**config.mk**
```make
export PLATFORM = sky130hd
export DESIGN_NAME = tcw_sequencer
export DESIGN_NICKNAME = d
export VERILOG_FILES = /design/src/rtl/tcw_pkg.sv /design/src/rtl/tcw_sequencer.sv
export SDC_FILE = /design/constraint.sdc
export NUM_CORES = 1
export LEC_CHECK = 0
export BUFFER_PORTS_ARGS = -buffer_cell sky130_fd_sc_hd__clkbuf_2
export CAP_MARGIN = 20
export CORE_ASPECT_RATIO = 2
export CORE_MARGIN = 2
export CORE_UTILIZATION = 55
export DETAILED_ROUTE_END_ITERATION = 8
export GPL_TIMING_DRIVEN = 1
export PLACE_DENSITY = 0.77
export SLEW_MARGIN = 0
export SYNTH_ARGS = -nofsm -noshare
export SYNTH_HDL_FRONTEND = slang
export SYNTH_SLANG_ARGS = --single-unit
```
**constraint.sdc**
```tcl
create_clock -name clk_i -period 8.03 [get_ports clk_i]
set_clock_uncertainty 0.05 [all_clocks]
set_input_delay 0.803 -clock clk_i [delete_from_list [all_inputs] [get_ports clk_i]]
set_output_delay 0.803 -clock clk_i [all_outputs]
set_load 0.02 [all_outputs]
```
**src/rtl/tcw_pkg.sv**
```systemverilog
// ----------------------------------------------------------------------------
// tcw_pkg
// Types and constants shared by the text console writer modules.
// ----------------------------------------------------------------------------
package tcw_pkg;

  // Screen geometry.
  localparam int unsigned COLUMNS     = 80;
  localparam int unsigned ROWS        = 25;
  localparam int unsigned CELLS       = COLUMNS * ROWS;
  localparam int unsigned SCROLL_BASE = (ROWS - 1) * COLUMNS;
  localparam int unsigned COPY_CELLS  = (ROWS - 2) * COLUMNS;

  // Field widths.
  localparam int unsigned CMD_W  = 2;
  localparam int unsigned CODE_W = 9;
  localparam int unsigned POS_W  = 11;
  localparam int unsigned CELL_W = 16;
  localparam int unsigned ATTR_W = 8;
  localparam int unsigned ADDR_W = $clog2(CELLS);

  // Character codes and reset attribute.
  localparam logic [CODE_W-1:0] CODE_NEWLINE   = 9'd10;
  localparam logic [CODE_W-1:0] CODE_BACKSPACE = 9'd256;
  localparam logic [7:0]        BLANK_CHAR     = 8'h20;
  localparam logic [ATTR_W-1:0] ATTR_RESET     = 8'h07;

  typedef enum logic [CMD_W-1:0] {
    CMD_PUT        = 2'd0,
    CMD_SET_CURSOR = 2'd1,
    CMD_READ       = 2'd2,
    CMD_NONE       = 2'd3
  } tcw_cmd_e;

  typedef struct packed {
    logic [CMD_W-1:0]  command;
    logic [CODE_W-1:0] char_code;
    logic [POS_W-1:0]  position;
  } tcw_in_t;

  typedef struct packed {
    logic [POS_W-1:0]  cursor_position;
    logic [CELL_W-1:0] cell_data;
    logic              error;
  } tcw_out_t;

  // Access request from the sequencer to the cell memory.
  typedef struct packed {
    logic              we;
    logic [ADDR_W-1:0] waddr;
    logic [CELL_W-1:0] wdata;
    logic              re;
    logic [ADDR_W-1:0] raddr;
  } tcw_mem_req_t;

endpackage

```
**src/rtl/tcw_sequencer.sv**
```systemverilog
// ----------------------------------------------------------------------------
// tcw_sequencer
// Command decode, cursor update and the memory sweeps for clear and scroll.
// ----------------------------------------------------------------------------
module tcw_sequencer
  import tcw_pkg::*;
(
  input  logic              clk_i,
  input  logic              rst_ni,
  input  logic [ATTR_W-1:0] attr_i,
  input  logic              in_valid_i,
  output logic              in_ready_o,
  input  tcw_in_t           in_data_i,
  output logic              out_valid_o,
  input  logic              out_ready_i,
  output tcw_out_t          out_data_o,
  output tcw_mem_req_t      mem_req_o,
  input  logic [CELL_W-1:0] mem_rdata_i
);

  localparam int unsigned CNT_W = ADDR_W + 1;
  localparam int unsigned ROW_W = $clog2(ROWS + 1);
  localparam int unsigned NPOS_W = POS_W + 1;

  // Reciprocal of the row length, rounded up; exact for every cursor value.
  localparam int unsigned RECIP_SH = POS_W + 8;
  localparam int unsigned RECIP    = ((1 << RECIP_SH) + COLUMNS - 1) / COLUMNS;
  localparam int unsigned RECIP_W  = $clog2(RECIP + 1);
  localparam int unsigned PROD_W   = POS_W + RECIP_W;

  localparam logic [2:0] S_CLEAR  = 3'd0;
  localparam logic [2:0] S_IDLE   = 3'd1;
  localparam logic [2:0] S_CALC   = 3'd2;
  localparam logic [2:0] S_RDWAIT = 3'd3;
  localparam logic [2:0] S_COPY   = 3'd4;
  localparam logic [2:0] S_ZERO   = 3'd5;
  localparam logic [2:0] S_BLANK  = 3'd6;
  localparam logic [2:0] S_DONE   = 3'd7;

  logic [2:0]        state_q, state_d;
  logic [CNT_W-1:0]  cnt_q, cnt_d;
  logic [POS_W-1:0]  cursor_q, cursor_d;
  logic              out_valid_q, out_valid_d;
  tcw_out_t          out_q, out_d;
  tcw_in_t           item_q, item_d;
  logic [ROW_W-1:0]  row_q, row_d;
  logic              err_q, err_d;
  logic [CELL_W-1:0] data_q, data_d;

  logic [PROD_W-1:0] row_prod;
  logic [NPOS_W-1:0] nl_pos, put_pos, put_fin;
  logic              printable, scroll, out_free;

  // Row of the current cursor, registered at acceptance.
  assign row_prod = PROD_W'(cursor_q) * PROD_W'(RECIP);
  assign row_d    = ROW_W'(row_prod >> RECIP_SH);

  // New cursor of a put-character beat, from the registered row.
  assign nl_pos    = (NPOS_W'(row_q) + 1'b1) * NPOS_W'(COLUMNS);
  assign printable = (item_q.char_code != CODE_NEWLINE) &&
                     (item_q.char_code != CODE_BACKSPACE);

  always_comb begin
    if (item_q.char_code == CODE_NEWLINE) begin
      put_pos = nl_pos;
    end else if (item_q.char_code == CODE_BACKSPACE) begin
      put_pos = (cursor_q == '0) ? '0 : NPOS_W'(cursor_q) - 1'b1;
    end else begin
      put_pos = NPOS_W'(cursor_q) + 1'b1;
    end
  end

  assign scroll  = put_pos >= NPOS_W'(SCROLL_BASE);
  assign put_fin = scroll ? put_pos - NPOS_W'(COLUMNS) : put_pos;

  assign out_free   = !out_valid_q || out_ready_i;
  assign in_ready_o = (state_q == S_IDLE);

  // Next-state and memory request logic.
  always_comb begin
    state_d     = state_q;
    cnt_d       = cnt_q;
    cursor_d    = cursor_q;
    item_d      = item_q;
    err_d       = err_q;
    data_d      = data_q;
    out_d       = out_q;
    out_valid_d = out_valid_q && !out_ready_i;
    mem_req_o   = '0;

    unique case (state_q)
      S_CLEAR: begin
        mem_req_o.we    = 1'b1;
        mem_req_o.waddr = cnt_q[ADDR_W-1:0];
        mem_req_o.wdata = '0;
        if (cnt_q == CNT_W'(CELLS - 1)) begin
          state_d = S_IDLE;
        end else begin
          cnt_d = cnt_q + 1'b1;
        end
      end
      S_IDLE: begin
        if (in_valid_i) begin
          item_d  = in_data_i;
          err_d   = 1'b0;
          data_d  = '0;
          state_d = S_CALC;
        end
      end
      S_CALC: begin
        unique case (tcw_cmd_e'(item_q.command))
          CMD_PUT: begin
            if (put_pos > NPOS_W'(CELLS)) begin
              err_d   = 1'b1;
              state_d = S_DONE;
            end else begin
              if (printable) begin
                mem_req_o.we    = 1'b1;
                mem_req_o.waddr = cursor_q[ADDR_W-1:0];
                mem_req_o.wdata = {attr_i, item_q.char_code[7:0]};
              end
              cursor_d = POS_W'(put_fin);
              cnt_d    = '0;
              state_d  = scroll ? S_COPY : S_BLANK;
            end
          end
          CMD_SET_CURSOR: begin
            if (item_q.position > POS_W'(CELLS)) begin
              err_d = 1'b1;
            end else begin
              cursor_d = item_q.position;
            end
            state_d = S_DONE;
          end
          CMD_READ: begin
            if (item_q.position < POS_W'(CELLS)) begin
              mem_req_o.re    = 1'b1;
              mem_req_o.raddr = item_q.position[ADDR_W-1:0];
              state_d         = S_RDWAIT;
            end else begin
              err_d   = 1'b1;
              state_d = S_DONE;
            end
          end
          CMD_NONE: begin
            state_d = S_DONE;
          end
        endcase
      end
      S_RDWAIT: begin
        data_d  = mem_rdata_i;
        state_d = S_DONE;
      end
      S_COPY: begin
        // Read one row ahead of the write; the write takes last cycle's read.
        if (cnt_q < CNT_W'(COPY_CELLS)) begin
          mem_req_o.re    = 1'b1;
          mem_req_o.raddr = ADDR_W'(cnt_q + CNT_W'(COLUMNS));
        end
        if (cnt_q != '0) begin
          mem_req_o.we    = 1'b1;
          mem_req_o.waddr = ADDR_W'(cnt_q - 1'b1);
          mem_req_o.wdata = mem_rdata_i;
        end
        if (cnt_q == CNT_W'(COPY_CELLS)) begin
          cnt_d   = CNT_W'(cursor_q);
          state_d = S_ZERO;
        end else begin
          cnt_d = cnt_q + 1'b1;
        end
      end
      S_ZERO: begin
        if (cnt_q < CNT_W'(SCROLL_BASE)) begin
          mem_req_o.we    = 1'b1;
          mem_req_o.waddr = cnt_q[ADDR_W-1:0];
          mem_req_o.wdata = '0;
          cnt_d           = cnt_q + 1'b1;
        end else begin
          state_d = S_BLANK;
        end
      end
      S_BLANK: begin
        mem_req_o.we    = 1'b1;
        mem_req_o.waddr = cursor_q[ADDR_W-1:0];
        mem_req_o.wdata = {attr_i, BLANK_CHAR};
        state_d         = S_DONE;
      end
      S_DONE: begin
        if (out_free) begin
          out_d.cursor_position = cursor_q;
          out_d.cell_data       = data_q;
          out_d.error           = err_q;
          out_valid_d           = 1'b1;
          state_d               = S_IDLE;
        end
      end
    endcase
  end

  // Control registers.
  always_ff @(posedge clk_i or negedge rst_ni) begin
    if (!rst_ni) begin
      state_q     <= S_CLEAR;
      cnt_q       <= '0;
      cursor_q    <= '0;
      out_valid_q <= 1'b0;
    end else begin
      state_q     <= state_d;
      cnt_q       <= cnt_d;
      cursor_q    <= cursor_d;
      out_valid_q <= out_valid_d;
    end
  end

  // Payload registers.
  always_ff @(posedge clk_i) begin
    item_q <= item_d;
    err_q  <= err_d;
    data_q <= data_d;
    out_q  <= out_d;
    if (state_q == S_IDLE) begin
      row_q <= row_d;
    end
  end

  assign out_valid_o = out_valid_q;
  assign out_data_o  = out_q;

endmodule

```
; Word-level counts from Yosys, hierarchy flattened
; Cells that the tools add are included.
[word_totals]
regBits = 99
input_bits = 50
out_inout_bits = 70
[op_classes]
n_addsub = 7
multipliers = 2
n_lt_le_gt_ge = 6
n_eq_ne = 31
n_mux = 43
n_reduce_logical = 22
[ops]
columns = op, count
row1 = $mux W28, 5
row2 = $pmux W28 S5, 1
row3 = $mux W12, 11
row4 = $pmux W12 S4, 1
row5 = $mux W11, 3
row6 = $pmux W16 S2, 1
row7 = $eq A12 B11 Y1 const B, 2
row8 = $lt A12 B11 Y1 const B, 2
row9 = $pmux W12 S2, 1
row10 = $mul A11 B12 Y23 const B, 1
row11 = $pmux W11 S2, 1
row12 = $pmux W3 S7, 1
row13 = $ne A2 B2 Y1 const B, 10
row14 = $mux W3, 6
row15 = $mux W16, 1
row16 = $add A11 B1 Y12 const B, 1
row17 = $add A12 B1 Y12 const B, 1
row18 = $eq A3 B3 Y1 const B, 4
row19 = $ge A12 B11 Y1 const B, 1
row20 = $gt A12 B11 Y1 const B, 1
row21 = $reduce_bool A12 Y1, 1
row22 = $sub A11 B1 Y12 const B, 1
row23 = $add A11 B7 Y11 const B, 1
row24 = $gt A11 B11 Y1 const B, 1
row25 = other kinds (34), 52

; Logic depth before layout (Yosys ltp)
; Gate-level depths: netlist of run 1.
[depth]
depth_word = 9
depth_mapped = 20
mapped_depth_nobuf = 18

; Least setup slack after synthesis of run 1
; Ideal clock, no wire load.
[synth_path]
path_kind = reg2out
startpoint = register item_q[13] in the netlist's numbering
endpoint = output mem_req_o[35] in the netlist's numbering
arrival_time_ns = 4.326
t_required_ns = 7.177
path_slack_ns = 2.851
stages_incl_launch_ff = 19
path_buffers = 3
path_cell_list = edfxtp_1 > or4_1 > buf_2 > or4_1 > nor3_1 > o2bb2ai_1 > or2_2 > clkbuf_1 > inv_1 > ha_1 > nand3_1 > nor4_1 > a221oi_1 > nor4_1 > a311oi_4 > a311oi_4 > a21oi_2 > buf_4 > o21ai_0
[synth_rtl]
columns = element, line
row1 = from (decl), tcw_sequencer.sv:45  ; tcw_in_t item_q, item_d;
row2 = from (signal assigned), tcw_sequencer.sv:217  ; item_q <= item_d;
row3 = to (decl), tcw_sequencer.sv:17  ; output tcw_mem_req_t mem_req_o,

==> impl_metrics.env, run 1 <==
export IMPL_fin_setup_tns_ns=0
export IMPL_fin_nets=1078
export IMPL_gr_usage_met3_pct=3.457
export IMPL_r2r_end="row_q[4]"
export IMPL_period_needed_ns=6.446
export IMPL_drcViolationCount=0
export IMPL_port_buffers=119
export IMPL_post_cts_setup_buffers=0
export IMPL_hold_path_class="flip-flop to flip-flop"
export IMPL_grtUsageTotal_pct=29.33
export IMPL_cts_buffers=9
export IMPL_met1_usage_pct=37.06
export IMPL_die_y_um=176.3
export IMPL_most_common_layout_cells="119 x clkbuf_2, 95 x ha_1, 82 x inv_1, 72 x edfxtp_1, 41 x nand2_1"
export IMPL_vias=6882
export IMPL_crit_fanout=15
export IMPL_clockBufferDepth=2
export IMPL_criticalPathCategory="flip-flop to output port"
export IMPL_async_flop_share_pct=27.27
export IMPL_fp_dieW_um=90.15
export IMPL_yosys_warnings=0
export IMPL_cp_start_kind="flip-flop"
export IMPL_antenna_cells=0
export IMPL_hold_path_startpoint="data_q[12]"
export IMPL_num_io_pins=120
export IMPL_cts_resized_gates=0
export IMPL_slew_viol_final=0
export IMPL_hpwl_um=18060
export IMPL_grt_pass1_wl_um=36410
export IMPL_fp_dieArea_um2=15890
export IMPL_relSlewSlack_pct=38.19
export IMPL_layout_commonest_cell="clkbuf_2"
export IMPL_synth_edf_count=72
export IMPL_cp_required_ns=7.18
export IMPL_wirelength_um=23190
export IMPL_ctsHoldBuffers=0
export IMPL_holdWs_ns=0.3673
export IMPL_clock_sinks=99
export IMPL_worst_pin_slew_ns=0.9237
export IMPL_fin_crit_sh_pct=80.27
export IMPL_floorplan_rows=63
export IMPL_final_area_um2=9220
export IMPL_ys_types=78
export IMPL_grt_max_degree=28
export IMPL_final_hold_viol_count=0
export IMPL_hold_depth=0
export IMPL_grt_setup_unrepaired="no"
export IMPL_wl_per_cell_um=21.06
export IMPL_min_to="out_data_o[13]"
export IMPL_overflow=0
export IMPL_top_usage_layer="met2"
export IMPL_layout_drive_gt1_share_pct=18.87
export IMPL_clk_latency_ns=0.36
export IMPL_synthFlopType="edfxtp_1"
export IMPL_rrSetupSlack_ns=2.40
export IMPL_setup_slack_ns=1.584
export IMPL_cts_root_buf="clkbuf_16"
export IMPL_syn_nets=977
export IMPL_fmax_ghz=0.1551
export IMPL_critPathCaptureType="output port"
export IMPL_cts_tree="done"
export IMPL_syn_avg_cell_area_um2=10.20
export IMPL_cts_clk_slew_worst_paths_ns=0.08
export IMPL_use_met2_pct=50.06
export IMPL_seq_area_frac_synth_pct=34.76
export IMPL_antenna_found_initial=0
export IMPL_setup_viol=0
export IMPL_synth_seq_cells=99
export IMPL_preCtsSetupSlack_ns=2.127
export IMPL_start_util_pct=55.68
export IMPL_drtPass1Iterations=6
export IMPL_core_um2=14660
export IMPL_first_global_vias=6654
export IMPL_area_growth_pct=12.95
export IMPL_place_congestion=1.027
export IMPL_syn_inst=800
export IMPL_htreeDepth=3
export IMPL_status="finished, final reports clean"
export IMPL_viasPerCell=6.251
export IMPL_arrival_ns=5.59
export IMPL_worstRegToRegCells=16
export IMPL_placed_cell_area_um2=8917
export IMPL_netlist_area_um2=8163
export IMPL_ant_nets=0
export IMPL_cap_viol_max_count=0
export IMPL_r2r_start="cursor_q[5]"
export IMPL_drt_iter0_markers=586
==> synthesized netlist by cell type, drive strengths merged, types with 22 or more instances <==
cell    number  area (µm²)
o21ai       29       145.1
clkbuf      28       106.4
ha          95        1189
edfxtp      72        2162
fa          32       640.6
a22o        26       227.7
nor3        22       115.1
nand3       24       120.1
a21oi       34       173.9
nor2        40       150.1
nand2       42       165.2
inv         82       307.8
dfrtp       27       675.7
==> cells by family (layout without fill, tap and decap cells) <==
logic type                 count (synthesis)  in the layout  synth area share, %
muxes                                      9              9                1.333
AOI/OAI and AO/OA                        195            195                18.24
xor gates and xnor gates                  23             23                2.468
buffers and inverters                    120            226                5.763
DFF                                       99             99                34.76
and+or+nand+nor                          227            227                15.02
adders and majority gates                127            127                22.41
==> stage by stage <==
| step | util, % | std cells |
|---|---|---|
| after floorplan | - | 800 |
| after global placement | 60.82 | 1085 |
| after detailed placement | 60.82 | 1085 |
| after CTS | 62.89 | 1101 |
| after global routing | 62.89 | 1101 |
| final | 62.89 | 1101 |
==> layer usage <==
metal | up-vias | wire [µm]
li1 | 3173 | -
met1 | 3278 | 8974
met2 | 354 | 11570
met3 | 77 | 1553
met4 | 0 | 1089
met5 | - | 0
==> final cells by class <==
| cell class | count | area, µm² |
|---|---|---|
| multi-input combinational | 581 | 4865 |
| sequential | 99 | 2838 |
| timing repair buffer | 128 | 663.1 |
| inverter | 82 | 307.8 |
| clock buffer | 9 | 225.2 |
| tap | 195 | 244.0 |
| clock inverter | 7 | 77.57 |
| fill | 1235 | 5441 |
==> worst max-delay path by stage <==
stage	startpoint	end	slack (ns)	cells after the start
after detailed placement	cursor_q[0]	mem_req_o[38]	2.13	18
after global placement	item_q[13]	mem_req_o[34]	2.22	16
after global routing	cursor_q[0]	mem_req_o[29]	1.11	18
after floorplan	item_q[13]	mem_req_o[35]	2.85	18
final	cursor_q[0]	mem_req_o[38]	1.58	18
after CTS	cursor_q[0]	mem_req_o[38]	1.73	18
==> registers in the layout (all words and copies together), names as in the netlist <==
register,count
cnt_q,12
cursor_q,11
data_q,16
err_q,1
item_q,22
out_data_o,28
out_valid_o,1
row_q,5
state_q,3
==> worst max-delay path, cell delays in order, from the launching register on <==
cell	delay, ns
dfrtp_1	0.60
inv_1	0.35
ha_1	0.28
nand4bb_1	0.24
nor2_1	0.44
nor2_1	0.15
a31oi_1	0.23
nor2_1	0.10
inv_1	0.12
ha_1	0.19
nand3_1	0.08
nor4_1	0.20
a221oi_1	0.11
nor4_1	0.41
a311oi_4	0.20
a311oi_4	0.73
a21oi_2	0.32
o221ai_1	0.27
clkbuf_2	0.21
Power of run 1 is left out: the tool's default activity adds up to more than one toggle a clock period on the data nets, which glitch-free logic cannot reach.
==> run 2: changes to the inputs <==
- clock period: 8.03 -> 6.2 ns (I/O delays scaled with it)
==> run 2 against run 1 <==
  * Count of clock-buffer cells in the layout is the same
  * Setup slack worse by 1.2 ns
  * Via count grew 2.5%
  * Sequential share of layout area shrank 0.28 points
  * Final area up 0.91%
  * Die area unchanged
  * Routed wire length is 0.25% higher
  * Largest cell class unchanged
  * Register-to-register slack lost 1.3 ns
==> impl_metrics.env, run 2 (same netlist as run 1, synthesis figures left out) <==
export IMPL_status="finished, final reports clean"
export IMPL_layout_drive_gt1_share_pct=19.67
export IMPL_grt_pass1_wl_um=36610
export IMPL_finalCoreUtilization_pct=63.46
export IMPL_worst_pin_slew_ns=0.9935
export IMPL_hpwl_um=17870
export IMPL_fp_dieArea_um2=15890
export IMPL_grtUsageTotal_pct=29.35
export IMPL_clockBufferDepth=2
export IMPL_register_area_um2=2838
export IMPL_cap_viol_max_count=0
export IMPL_die_y_um=176.3
export IMPL_critPathCaptureType="output port"
export IMPL_wirelength_um=23250
export IMPL_crit_fanout=12
export IMPL_htreeDepth=3
export IMPL_place_congestion=0.9687
export IMPL_layout_commonest_cell="clkbuf_2"
export IMPL_cp_required_ns=5.53
export IMPL_cts_root_buf="clkbuf_16"
export IMPL_cts_tree="done"
export IMPL_drt_iter0_markers=572
export IMPL_viasPerCell=6.355
export IMPL_hold_path_class="primary input to async pin"
export IMPL_first_global_vias=6775
export IMPL_fp_dieW_um=90.15
export IMPL_multi_input_area_um2=4865
export IMPL_grt_max_degree=30
export IMPL_ant_nets=0
export IMPL_slew_viol_final=0
export IMPL_relSlewSlack_pct=33.52
export IMPL_fin_nets=1087
export IMPL_clock_sinks=99
export IMPL_cp_start_kind="flip-flop"
export IMPL_placed_cell_area_um2=8985
export IMPL_cts_resized_gates=0
export IMPL_core_um2=14660
export IMPL_most_common_layout_cells="119 x clkbuf_2, 95 x ha_1, 82 x inv_1, 72 x edfxtp_1, 41 x nand2_1"
export IMPL_final_area_um2=9304
export IMPL_wl_per_cell_um=20.95
export IMPL_antenna_cells=0
export IMPL_ctsHoldBuffers=0
export IMPL_cts_clk_slew_worst_paths_ns=0.08
export IMPL_antenna_found_initial=0
export IMPL_floorplan_rows=63
export IMPL_fin_setup_tns_ns=0
export IMPL_largest_reg_flops=28
export IMPL_criticalPathCategory="flip-flop to output port"
export IMPL_cts_buffers=9
export IMPL_num_io_pins=120
export IMPL_overflow=0
export IMPL_arrival_ns=5.12
export IMPL_fmax_ghz=0.1729
export IMPL_start_util_pct=55.68
export IMPL_rrSetupSlack_ns=1.11
export IMPL_fin_crit_sh_pct=93.31
export IMPL_setup_viol=0
export IMPL_drtPass1Iterations=5
export IMPL_post_cts_setup_buffers=0
export IMPL_vias=7054
export IMPL_period_needed_ns=5.785
export IMPL_area_growth_pct=13.98
export IMPL_grt_setup_unrepaired="no"
export IMPL_fillers=1235
export IMPL_drcViolationCount=0
export IMPL_clk_latency_ns=0.36
export IMPL_port_buffers=119
export IMPL_final_hold_viol_count=0
[run 2: area by class of cell]
cell class	count	share of cell area, %
Clock buffer	9	2.421
Clock inverter	7	1.009
Inverter	82	3.308
Multi-Input combinational cell	581	52.29
Sequential cell	99	30.50
Tap cell	195	2.622
Timing Repair Buffer	137	7.854
[run 2: critical path, cell delays in order, from the launching register on]
cell	delay, ns
edfxtp_1	0.42
or4_1	0.75
or4_1	0.55
nor2_1	0.23
a31oi_1	0.15
nor2_1	0.17
inv_1	0.09
ha_1	0.23
and3_1	0.15
a221oi_1	0.37
nor4_1	0.13
a311oi_4	0.43
a311oi_4	0.17
a21oi_2	0.54
o221ai_1	0.19
clkbuf_2	0.19
[run 2: metal layers]
layer | up-vias | global-route usage [%] | share of wire (%)
li1 | 3198 | - | -
met1 | 3348 | 37.17 | 38
met2 | 409 | 49.31 | 49
met3 | 99 | 4.567 | 7.4
met4 | 0 | 13.91 | 5.0
met5 | - | 0 | 0
[run 2: per-stage QoR]
stage          instances  hold slack, ns  worst slack [ns]
3_5_place_dp        1094          0.3556            0.9065
5_1_grt             1110          0.3102            0.1225
3_3_place_gp        1094          0.3505             1.038
2_1_floorplan        800          0.2744             1.204
4_1_cts             1110          0.2663            0.4893
6_report            1110          0.2559            0.4147
[run 2: final timing paths]
check | startpoint | endpoint | cells past startpoint
worst max-delay path | item_q[13] | mem_req_o[31] | 15
worst min-delay path | rst_ni | cnt_q[8] | 1
worst max register to register | cursor_q[4] | row_q[4] | 16
worst min register to register | data_q[15] | out_data_o[16] | 0
max in group asynchronous | rst_ni | cursor_q[4] | 1
min in group clk_i | data_q[15] | out_data_o[16] | 0
Power of run 2 is left out for the same reason.
==> run 3: changes to the inputs <==
- ABC_AREA: default -> 1
==> run 3 against run 2 <==
  * Final area up 5.6%
  * Count of clock-buffer cells in the layout up 1
  * Synthesized cell count up 36%
  * Global-route usage increased by 2.5 points
  * Via count is 14% higher
  * Largest cell class unchanged
==> impl_metrics.env, run 3 <==
export IMPL_synthMuxAreaShare_pct=0
export IMPL_seq_area_frac_synth_pct=32.59
export IMPL_syn_avg_cell_area_um2=8.019
export IMPL_viasPerCell=5.714
export IMPL_yosys_warnings=0
export IMPL_grt_max_degree=28
export IMPL_wl_per_cell_um=18.65
export IMPL_synthFlopType="edfxtp_1"
export IMPL_criticalPathCategory="flip-flop to flip-flop"
export IMPL_critPathCaptureType="flip-flop"
export IMPL_cp_start_kind="flip-flop"
export IMPL_fp_dieW_um=92.98
export IMPL_clock_sinks=99
export IMPL_hold_path_class="primary input to async pin"
export IMPL_synth_top_area_share_pct=24.83
export IMPL_antenna_cells=0
export IMPL_hpwl_um=20580
export IMPL_clk_latency_ns=0.36
export IMPL_power_leakage_nw=5.151
export IMPL_htreeDepth=3
export IMPL_first_global_vias=7906
export IMPL_crit_fanout=10
export IMPL_cts_resized_gates=0
export IMPL_syn_nets=1263
export IMPL_vias=8022
export IMPL_grtUsageTotal_pct=31.90
export IMPL_finalCoreUtilization_pct=62.91
export IMPL_fin_crit_sh_pct=82.04
export IMPL_layout_drive_gt1_share_pct=14.88
export IMPL_setup_viol=0
export IMPL_synth_area_leaders="edfxtp_1 25%, ha_1 14%, nand2_1 11%, inv_1 7.9%, dfrtp_1 7.8%"
export IMPL_synth_compound_area_share_pct=8.132
export IMPL_antenna_found_initial=0
export IMPL_final_hold_viol_count=0
export IMPL_worst_pin_slew_ns=0.9903
export IMPL_fin_setup_tns_ns=0
export IMPL_yosys_area_top_type="edfxtp_1"
export IMPL_power_per_cell_area_nw_per_um2=515.6
export IMPL_fillers=1412
export IMPL_start_util_pct=55.77
export IMPL_post_cts_setup_buffers=0
export IMPL_drt_iter0_markers=866
export IMPL_grt_pass1_wl_um=41520
export IMPL_cts_clk_slew_worst_paths_ns=0.08
export IMPL_floorplan_rows=65
export IMPL_synth_edf_count=72
export IMPL_synth_simple_gate_area_share_pct=25.06
export IMPL_period_needed_ns=5.086
export IMPL_cts_tree="done"
export IMPL_num_io_pins=120
export IMPL_die_y_um=182.0
export IMPL_synth_seq_cells=99
export IMPL_layout_commonest_cell="nand2_1"
export IMPL_synth_fa_ha_area_share_pct=21.01
export IMPL_core_um2=15620
export IMPL_overflow=0
export IMPL_most_common_layout_cells="249 x nand2_1, 183 x inv_1, 119 x clkbuf_2, 95 x ha_1, 84 x nor2_1"
export IMPL_drtPass1Iterations=5
export IMPL_status="finished, final reports clean"
export IMPL_fmax_ghz=0.1966
export IMPL_syn_inst=1086
export IMPL_cts_root_buf="clkbuf_16"
export IMPL_synthTopCellsByCount="249 x nand2_1, 183 x inv_1, 95 x ha_1"
export IMPL_wirelength_um=26190
export IMPL_cp_required_ns=6.25
export IMPL_fp_dieArea_um2=16920
export IMPL_netlist_area_um2=8708
export IMPL_ctsHoldBuffers=0
export IMPL_relSlewSlack_pct=33.86
export IMPL_clockBufferDepth=2
export IMPL_synth_top_family_by_area="simple AND/OR/NAND/NOR gates"
export IMPL_rrSetupSlack_ns=1.11
export IMPL_grt_setup_unrepaired="no"
export IMPL_fin_nets=1375
export IMPL_largest_reg_flops=28
export IMPL_port_buffers=119
export IMPL_synthMostInstantiatedCell="nand2_1"
export IMPL_place_congestion=1.013
export IMPL_cap_viol_max_count=0
export IMPL_slew_viol_final=0
export IMPL_ant_nets=0
export IMPL_cts_buffers=9
export IMPL_async_flop_share_pct=27.27
export IMPL_synth_xor_area_share_pct=3.621
export IMPL_arrival_ns=5.14
export IMPL_ir_drop_v=0.0003038
export IMPL_ys_types=44
export IMPL_area_growth_pct=12.80
export IMPL_drcViolationCount=0
-- run 3: per-layer routing --
layer	part of all wire [%]	global-route usage [%]	vias to the layer above
li1	-	-	3780
met1	37	40.16	3701
met2	49	52.35	442
met3	8.3	4.274	99
met4	5.8	17.76	0
met5	0	0	-
-- run 3: cell type report --
| type | count | area, µm² | share of cell area [%] |
|---|---|---|---|
| multi-input cells | 769 | 5045 | 51.36 |
| flip-flops and latches | 99 | 2838 | 28.89 |
| inverters | 192 | 720.7 | 7.337 |
| repair buffers | 127 | 655.6 | 6.674 |
| well taps | 201 | 251.5 | 2.560 |
| clock buffers | 10 | 229.0 | 2.331 |
| clock inverters | 6 | 83.83 | 0.8534 |
-- run 3: worst max-delay path, cell delays in order, from the launching register on --
cell     delay, ns
dfrtp_1       0.67
inv_1         0.31
ha_1          0.41
fa_1          0.56
inv_1         0.07
fa_1          0.50
fa_1          0.52
fa_1          0.54
inv_1         0.04
ha_1          0.33
nand4_1       0.16
nor2_1        0.06
a211o_1       0.33
nand2_1       0.07
nand2_1       0.05
xor2_1        0.14
-- run 3: final timing paths --
check                                 start            end  cells after the start
worst max-delay path            cursor_q[9]       row_q[2]                     15
worst max register to register  cursor_q[9]       row_q[2]                     15
max in group asynchronous            rst_ni       cnt_q[9]                      1
worst min-delay path                 rst_ni      cnt_q[10]                      1
worst min register to register        err_q  out_data_o[0]                      0
min in group clk_i                    err_q  out_data_o[0]                      0
-- run 3: logic make-up (layout without fill, tap and decap cells) --
family                   count (synthesis)  in the layout
AO/OA/AOI/OAI                          120            120
flip-flops                              99             99
adder cells (fa/ha/maj)                127            127
XOR/XNOR                                36             36
AND/OR/NAND/NOR                        486            486
buffers and inverters                  218            335
-- run 3: power by group --
part           internal (mW)  switching (mW)  leakage (nW)
sequential             0.881           0.183          1.03
combinational           1.18            2.22          3.97
clock                  0.323           0.277         0.152
-- run 3: stage by stage --
step	instance area (µm²)	worst slack, ns	std cells	power, mW	hold slack, ns
global placement	9503	1.308	1387	4.334	0.3515
CTS	9816	1.176	1403	5.034	0.2860
global route	9823	0.8988	1404	5.576	0.3297
finish	9823	1.114	1404	5.065	0.2762
floorplan	8708	1.670	1086	3.469	0.2744
detailed placement	9503	1.210	1387	4.429	0.3554
Power figures use the tool's default switching activity.
